### config.mk
export PLATFORM = sky130hd
export DESIGN_NAME = perfect_power_exponent_core
export DESIGN_NICKNAME = d
export VERILOG_FILES = /design/src/rtl/ppe_pkg.sv /design/src/rtl/perfect_power_exponent_core.sv /design/src/rtl/ppe_datapath.sv /design/src/rtl/ppe_ctrl.sv
export SDC_FILE = /design/constraint.sdc
export NUM_CORES = 2
export LEC_CHECK = 0
export BUFFER_PORTS_ARGS = -buffer_cell sky130_fd_sc_hd__buf_4
export CORE_MARGIN = 3
export CORE_UTILIZATION = 27
export DETAILED_ROUTE_END_ITERATION = 10
export HOLD_SLACK_MARGIN = 0.12
export PLACE_DENSITY = 0.51
export SYNTH_ARGS = -nofsm -noshare
export SYNTH_HDL_FRONTEND = slang
export SYNTH_HIERARCHICAL = 1
export SYNTH_SLANG_ARGS = --single-unit
### constraint.sdc
create_clock -name aclk -period 9.4 [get_ports aclk]
set_clock_uncertainty 0.2 [all_clocks]
set_input_delay 0.47 -clock aclk [delete_from_list [all_inputs] [get_ports aclk]]
set_output_delay 0.47 -clock aclk [all_outputs]
set_load 0.02 [all_outputs]
### src/rtl/ppe_pkg.sv
`timescale 1ns / 1ps
`default_nettype none
// ----------------------------------------------------------------------------
// ppe_pkg
// shared widths, controller/datapath interface types and exponent saturation
// ----------------------------------------------------------------------------
package ppe_pkg;

    // width of the tested integer
    localparam int VALUE_WIDTH      = 32;
    // widest base ever tried: floor(sqrt(2^(VALUE_WIDTH-1))) + 1
    localparam int BASE_WIDTH       = (VALUE_WIDTH + 1) / 2;
    // exact power times base
    localparam int PROD_WIDTH       = VALUE_WIDTH + BASE_WIDTH;
    // largest exponent reached is VALUE_WIDTH-1
    localparam int POW_CNT_WIDTH    = $clog2(VALUE_WIDTH);
    localparam int EXP_WIDTH        = 5;
    localparam logic [EXP_WIDTH-1:0] EXP_MAX = '1;
    localparam logic [EXP_WIDTH-1:0] EXP_NONE = EXP_WIDTH'(1);

    localparam int IN_TDATA_WIDTH   = ((VALUE_WIDTH + 7) / 8) * 8;
    localparam int OUT_TDATA_WIDTH  = ((EXP_WIDTH + 7) / 8) * 8;

    // controller to datapath
    typedef struct packed {
        logic load;        // capture value, start at base 2
        logic take_prod;   // power <= power * base, exponent + 1
        logic next_base;   // base + 1, power <= base, exponent <= 1
        logic mark_found;  // current exponent is the answer
        logic out_load;    // write result into the output register
    } ppe_cmd_t;

    // datapath to controller
    typedef struct packed {
        logic prod_gt_mag; // power * base passes |value|
        logic pw_ge_mag;   // power has reached |value|
        logic hit_ok;      // power equals |value| with a usable exponent
    } ppe_status_t;

    function automatic logic [EXP_WIDTH-1:0] sat_exponent(
        input logic [POW_CNT_WIDTH-1:0] p
    );
        logic [EXP_WIDTH-1:0] r;
        if (32'(p) > 32'(EXP_MAX)) begin
            r = EXP_MAX;
        end else begin
            r = EXP_WIDTH'(p);
        end
        return r;
    endfunction

endpackage : ppe_pkg
`default_nettype wire

### src/rtl/perfect_power_exponent_core.sv
`timescale 1ns / 1ps
`default_nettype none
// ----------------------------------------------------------------------------
// perfect_power_exponent_core
// largest exponent p with value = b^p for an integer base b, 1 if none
// ----------------------------------------------------------------------------
//
//  channel  | dir | tdata bits (low first)          | tuser / tlast
//  ---------+-----+---------------------------------+--------------
//  s_axis   | in  | value [VALUE_WIDTH-1:0], signed | none
//  m_axis   | out | exponent [4:0], zero pad above  | none
//
//  sequence: one transaction at a time; after acceptance each base has its
//    square tested, then its powers are raised one at a time from the
//    square up to |value| by the single power-times-base multiplier
//  values with |value| < 4 stop at the first square test
//  reset: aresetn low clears the sequencer and the output valid flag;
//    s_axis_tready stays low while reset is held
//  stalls: the result waits in an output register, so a new transaction is
//    taken while m_axis_tready is low; only the next result waits for it
//
// ----------------------------------------------------------------------------
module perfect_power_exponent_core
    import ppe_pkg::*;
(
    input  wire logic                       aclk,
    input  wire logic                       aresetn,
    // value
    input  wire logic                       s_axis_tvalid,
    output logic                            s_axis_tready,
    input  wire logic [IN_TDATA_WIDTH-1:0]  s_axis_tdata,
    // exponent
    output logic                            m_axis_tvalid,
    input  wire logic                       m_axis_tready,
    output logic [OUT_TDATA_WIDTH-1:0]      m_axis_tdata
);

    ppe_cmd_t             cmd;
    ppe_status_t          status;
    logic [EXP_WIDTH-1:0] exponent;

    // sequencer: search order and result handoff
    ppe_ctrl u_ctrl (
        .aclk      (aclk),
        .aresetn   (aresetn),
        .in_valid  (s_axis_tvalid),
        .in_ready  (s_axis_tready),
        .out_valid (m_axis_tvalid),
        .out_ready (m_axis_tready),
        .status    (status),
        .cmd       (cmd)
    );

    // bits above the value width are ignored
    ppe_datapath u_datapath (
        .aclk     (aclk),
        .value    (s_axis_tdata[VALUE_WIDTH-1:0]),
        .cmd      (cmd),
        .status   (status),
        .exponent (exponent)
    );

    assign m_axis_tdata = OUT_TDATA_WIDTH'(exponent);

endmodule : perfect_power_exponent_core
`default_nettype wire

### src/rtl/ppe_datapath.sv
`timescale 1ns / 1ps
`default_nettype none
// ----------------------------------------------------------------------------
// ppe_datapath
// magnitude, base, running power and exponent registers around one multiplier
// ----------------------------------------------------------------------------
module ppe_datapath
    import ppe_pkg::*;
(
    input  wire logic                   aclk,
    input  wire logic [VALUE_WIDTH-1:0] value,
    input  wire ppe_cmd_t               cmd,
    output ppe_status_t                 status,
    output logic [EXP_WIDTH-1:0]        exponent
);

    logic                     neg_reg;
    logic [VALUE_WIDTH-1:0]   mag_reg;
    logic [BASE_WIDTH-1:0]    b_reg;
    logic [VALUE_WIDTH-1:0]   pw_reg;
    logic [POW_CNT_WIDTH-1:0] p_reg;
    logic                     found_reg;
    logic [EXP_WIDTH-1:0]     exp_reg;

    logic [VALUE_WIDTH-1:0]   mag_in;
    logic [PROD_WIDTH-1:0]    prod;
    logic [BASE_WIDTH-1:0]    b_inc;

    // two's complement magnitude, most negative value maps to 2^(W-1)
    assign mag_in = value[VALUE_WIDTH-1] ? VALUE_WIDTH'(~value + VALUE_WIDTH'(1)) : value;

    assign prod  = PROD_WIDTH'(pw_reg) * PROD_WIDTH'(b_reg);
    assign b_inc = b_reg + BASE_WIDTH'(1);

    assign status.prod_gt_mag = prod > PROD_WIDTH'(mag_reg);
    assign status.pw_ge_mag   = pw_reg >= mag_reg;
    // negative values only match at odd exponents
    assign status.hit_ok      = (pw_reg == mag_reg) && (!neg_reg || p_reg[0]);

    always_ff @(posedge aclk) begin
        if (cmd.load) begin
            neg_reg   <= value[VALUE_WIDTH-1];
            mag_reg   <= mag_in;
            b_reg     <= BASE_WIDTH'(2);
            pw_reg    <= VALUE_WIDTH'(2);
            p_reg     <= POW_CNT_WIDTH'(1);
            found_reg <= 1'b0;
        end else if (cmd.take_prod) begin
            pw_reg    <= prod[VALUE_WIDTH-1:0];
            p_reg     <= p_reg + POW_CNT_WIDTH'(1);
        end else if (cmd.next_base) begin
            b_reg     <= b_inc;
            pw_reg    <= VALUE_WIDTH'(b_inc);
            p_reg     <= POW_CNT_WIDTH'(1);
        end
        if (cmd.mark_found) begin
            found_reg <= 1'b1;
        end
        if (cmd.out_load) begin
            exp_reg <= found_reg ? sat_exponent(p_reg) : EXP_NONE;
        end
    end

    assign exponent = exp_reg;

endmodule : ppe_datapath
`default_nettype wire

### src/rtl/ppe_ctrl.sv
`timescale 1ns / 1ps
`default_nettype none
// ----------------------------------------------------------------------------
// ppe_ctrl
// sequencer for the base / power search and the output valid flag
// ----------------------------------------------------------------------------
module ppe_ctrl
    import ppe_pkg::*;
(
    input  wire logic        aclk,
    input  wire logic        aresetn,
    input  wire logic        in_valid,
    output logic             in_ready,
    output logic             out_valid,
    input  wire logic        out_ready,
    input  wire ppe_status_t status,
    output ppe_cmd_t         cmd
);

    typedef enum logic [3:0] {
        ST_IDLE   = 4'b0001,
        ST_SQUARE = 4'b0010,
        ST_RAISE  = 4'b0100,
        ST_DONE   = 4'b1000
    } state_t;

    state_t state_reg, state_next;
    logic   out_valid_reg, out_valid_next;
    logic   out_free;

    assign in_ready  = aresetn && (state_reg == ST_IDLE);
    assign out_valid = out_valid_reg;
    assign out_free  = !out_valid_reg || out_ready;

    always_comb begin
        state_next     = state_reg;
        out_valid_next = out_valid_reg && !out_ready;
        cmd            = '0;
        unique case (state_reg)
            ST_IDLE: begin
                if (in_valid) begin
                    cmd.load   = 1'b1;
                    state_next = ST_SQUARE;
                end
            end
            ST_SQUARE: begin
                // base squared past |value|: no base left, answer stays 1
                if (status.prod_gt_mag) begin
                    state_next = ST_DONE;
                end else begin
                    cmd.take_prod = 1'b1;
                    state_next    = ST_RAISE;
                end
            end
            ST_RAISE: begin
                if (status.pw_ge_mag) begin
                    if (status.hit_ok) begin
                        cmd.mark_found = 1'b1;
                        state_next     = ST_DONE;
                    end else begin
                        cmd.next_base = 1'b1;
                        state_next    = ST_SQUARE;
                    end
                end else if (status.prod_gt_mag) begin
                    cmd.next_base = 1'b1;
                    state_next    = ST_SQUARE;
                end else begin
                    cmd.take_prod = 1'b1;
                end
            end
            ST_DONE: begin
                if (out_free) begin
                    cmd.out_load   = 1'b1;
                    out_valid_next = 1'b1;
                    state_next     = ST_IDLE;
                end
            end
            default: begin
                state_next = ST_IDLE;
            end
        endcase
    end

    always_ff @(posedge aclk) begin
        if (!aresetn) begin
            state_reg     <= ST_IDLE;
            out_valid_reg <= 1'b0;
        end else begin
            state_reg     <= state_next;
            out_valid_reg <= out_valid_next;
        end
    end

endmodule : ppe_ctrl
`default_nettype wire

==> impl_metrics.py <==
metrics = {
    "run_status": {
        "status": "complete, no violations",
    },
    "global_routing": {
        "met3_usage": 0.0136,
        "overflow": 0,
        "grt_antenna_before_repair": 0,
        "top_usage_layer": "met2",
        "grt_pass1_vias": 19100,
        "grtUsageTotal": 0.155,
        "grt.met1_usage": 0.210,
        "grt_max_degree": 85,
        "grtUsageMet2": 0.272,
        "grt_pass1_wl_um": 107000,
    },
    "placement": {
        "dp_hpwl_um": 55700,
        "dpl_cell_area_um2": 26200,
        "io_buffers": 42,
        "gp_congestion": 0.871,
    },
    "cts": {
        "cts.sinks": 97,
        "insertion_delay_ns": 0.36,
        "clk_transition_reported_paths_ns": 0.08,
        "cts_tree": "built",
        "cts-root-buf": "clkbuf_16",
        "htree_levels": 3,
        "cts_buffers": 9,
        "clock_path_buffers": 2,
    },
    "detailed_routing": {
        "antenna_left": 0,
        "drc": 0,
        "wl_um": 66400,
        "drt-wirelength-per-cell_um": 16.9,
        "initialDrtViolationCount": 864,
        "viasPerCell": 4.62,
        "num_vias": 18200,
        "drt_pass1_iterations": 5,
    },
    "timing": {
        "tightestPinTransition_ns": 1.06,
        "fmax_mhz": 107,
        "slew_viol_final": 0,
        "relSlewSlack": 0.294,
        "setup_violations": 0,
        "fin_crit_ns": 9.33,
        "rsz0062_at_grt": "true",
        "final.period_utilization": 0.993,
        "setup_tns_ns": 0,
        "timing.final.hold_violations": 0,
    },
    "worst_hold_path": {
        "min_from": "aresetn",
        "holdCritPathClass": "in2reg",
        "hold-path-endpoint": "u_ctrl/out_valid",
        "hold_depth": 2,
    },
    "critical_path": {
        "cp.depth": 37,
        "worst-r2r-cell-count": 37,
        "slowest_delay_ns": 0.57,
        "rr_endpoint": "u_datapath/p_reg[3]",
        "cp_slowest_cell": "fa_1",
        "cp_max_fo": 13,
        "critical_path_class": "reg2reg",
        "worstReg2RegStart": "u_datapath/b_reg[11]",
        "crit_path_frequent_cell": "fa_1",
        "cp-start-kind": "flop",
        "cp.arrival_ns": 9.41,
        "crit_required_ns": 9.48,
        "path_delay_family": "adder cells",
        "crit_buf_inv": 6,
        "end_kind": "flop",
        "r2r_setup_slack_ns": 0.07,
    },
    "synthesis": {
        "ys_seq_area_frac": 0.102,
        "synth-seq-cells": 97,
        "synth_top_area_frac": 0.369,
        "synth_warnings": 6,
        "yosys.area.top_type": "fa_1",
        "async_reset_ff_frac": 0,
        "syn_inst": 2648,
        "synth-edff-count": 38,
        "synth.avg_cell_area_um2": 8.57,
        "synth_flop_cell": "dfxtp_1",
        "synth_area_leaders": "fa_1 37%, ha_1 10%, inv_1 8.5%",
        "netlist_area_um2": 22700,
        "synthTopCellsByCount": "513 x inv_1, 418 x fa_1, 400 x nand2_1, 199 x and2_1, 187 x ha_1",
        "ys_types": 79,
        "synth_most_common_cell": "inv_1",
    },
    "floorplanning": {
        "start_util": 0.275,
        "die_w_um": 296,
        "rows": 105,
        "core_area_um2": 82600,
        "dieArea_um2": 87600,
        "die_h_um": 296,
        "io_pins": 46,
    },
    "finish": {
        "design_area_um2": 27400,
        "fin_nets": 3501,
        "syn_to_final_growth_pct": 20.5,
        "n_fill_cell": 8677,
        "drive_above_1_share": 0.171,
        "diodes": 0,
    },
    "pwr": {
        "power.leakage_nw": 13.0,
        "ir_worst_vdd_uv": 82.4,
        "clockPowerShare": 0.375,
        "p_sw_w": 0.000309,
        "power_density_nw_per_um2": 38.8,
        "intPower_w": 0.000753,
        "pwr-share-comb": 0.177,
        "seqPwrFrac": 0.448,
        "p_sw_frac": 0.291,
    },
    "job": {
        "maxCapViolations": 0,
    },
}
-- placed cells by master (no fill, tap or decap), types with 12 or more instances in the layout --
cell and n:
fa_1 412, a211oi_1 18, and2_1 193, a21oi_2 12
xnor2_1 60, nand3_1 26, buf_6 13, ha_4 13
dfxtp_1 33, nand4_1 33, o21ai_0 48, nor2_1 99
buf_12 29, ha_1 174, inv_1 508, dfxtp_2 17
nand2b_1 15, a21oi_1 106, nor2b_1 14, edfxtp_1 38
xor2_1 24, nor3b_1 19, buf_4 299, a21o_1 23
nand2_1 396
-- stage by stage --
step	utilization	setup slack, ns	power, W	cells	hold slack (ns)
floorplan	-	0.0194	0.000590	2650	0.247
global placement	0.317	-0.424	0.000663	3887	0.267
detailed placement	0.317	-0.509	0.000665	3887	0.273
CTS	0.326	0.0000568	0.00107	3917	0.143
global route	0.331	-0.326	0.00111	3935	0.161
finish	0.331	0.0693	0.00106	3935	0.148
-- cells by family (layout without fill, tap and decap cells) --
kind of cell,Yosys count,count (layout),share of synthesized area
mux,8,8,0.00375
compound gates,307,307,0.0864
buf+inv,661,876,0.111
other cells,1,3,0.000165
fa+ha+maj,605,605,0.472
simple gates,882,882,0.191
xor+xnor,87,87,0.0336
flops,97,97,0.102
-- routing by layer --
metal  vias to the layer above  share of wire
li1                       8614              -
met1                      9196           0.45
met2                       306           0.49
met3                        67          0.035
met4                         0          0.017
met5                         -              0
-- area by class of cell --
cell class	instances	area (um2)	share of cell area
Multi-Input combinational cell	1892	18300	0.669
Clock inverter	7	86.3	0.00316
Inverter	513	1930	0.0704
Tap cell	1070	1340	0.0489
Timing Repair Buffer	347	3090	0.113
Clock buffer	9	225	0.00823
Sequential cell	97	2380	0.0869
-- power groups by stage --
stage | clock network [W] | registers, W | logic (W)
after floorplan | 0 | 0.000482 | 0.000108
after global placement | 0 | 0.000487 | 0.000176
after detailed placement | 0 | 0.000488 | 0.000177
after CTS | 0.000406 | 0.000477 | 0.000183
after global routing | 0.000421 | 0.000478 | 0.000209
final | 0.000398 | 0.000476 | 0.000188
-- worst max path at each step --
stage                               from               endpoint  slack [ns]
floorplan            u_datapath/b_reg[7]  u_datapath/pw_reg[13]        0.02
global placement    u_datapath/pw_reg[9]  u_datapath/pw_reg[10]       -0.42
detailed placement  u_datapath/pw_reg[8]    u_datapath/p_reg[2]       -0.51
CTS                  u_datapath/b_reg[4]    u_datapath/p_reg[3]     0.00006
global route         u_datapath/b_reg[3]    u_datapath/p_reg[4]       -0.33
finish              u_datapath/b_reg[11]    u_datapath/p_reg[3]        0.07
-- worst register-to-register path, delay by kind of cell, from the launching register on --
kind,cells,cell delay (ns)
buf+inv,6,0.63
xor+xnor,1,0.13
compound gates,3,0.70
simple gates,19,3.54
fa+ha+maj,8,3.64
flops,1,0.42
-- what timing repair did --
action                                  CTS  global route
endpoints found under the hold margin     1             0
pin swaps                                27            52
hold buffers                              1             0
cloned                                    1             2
gates resized for setup                  74            69
setup buffers                            12            16
endpoints found under the setup margin   54            54
Note: power is estimated with default switching activity, not from simulation.
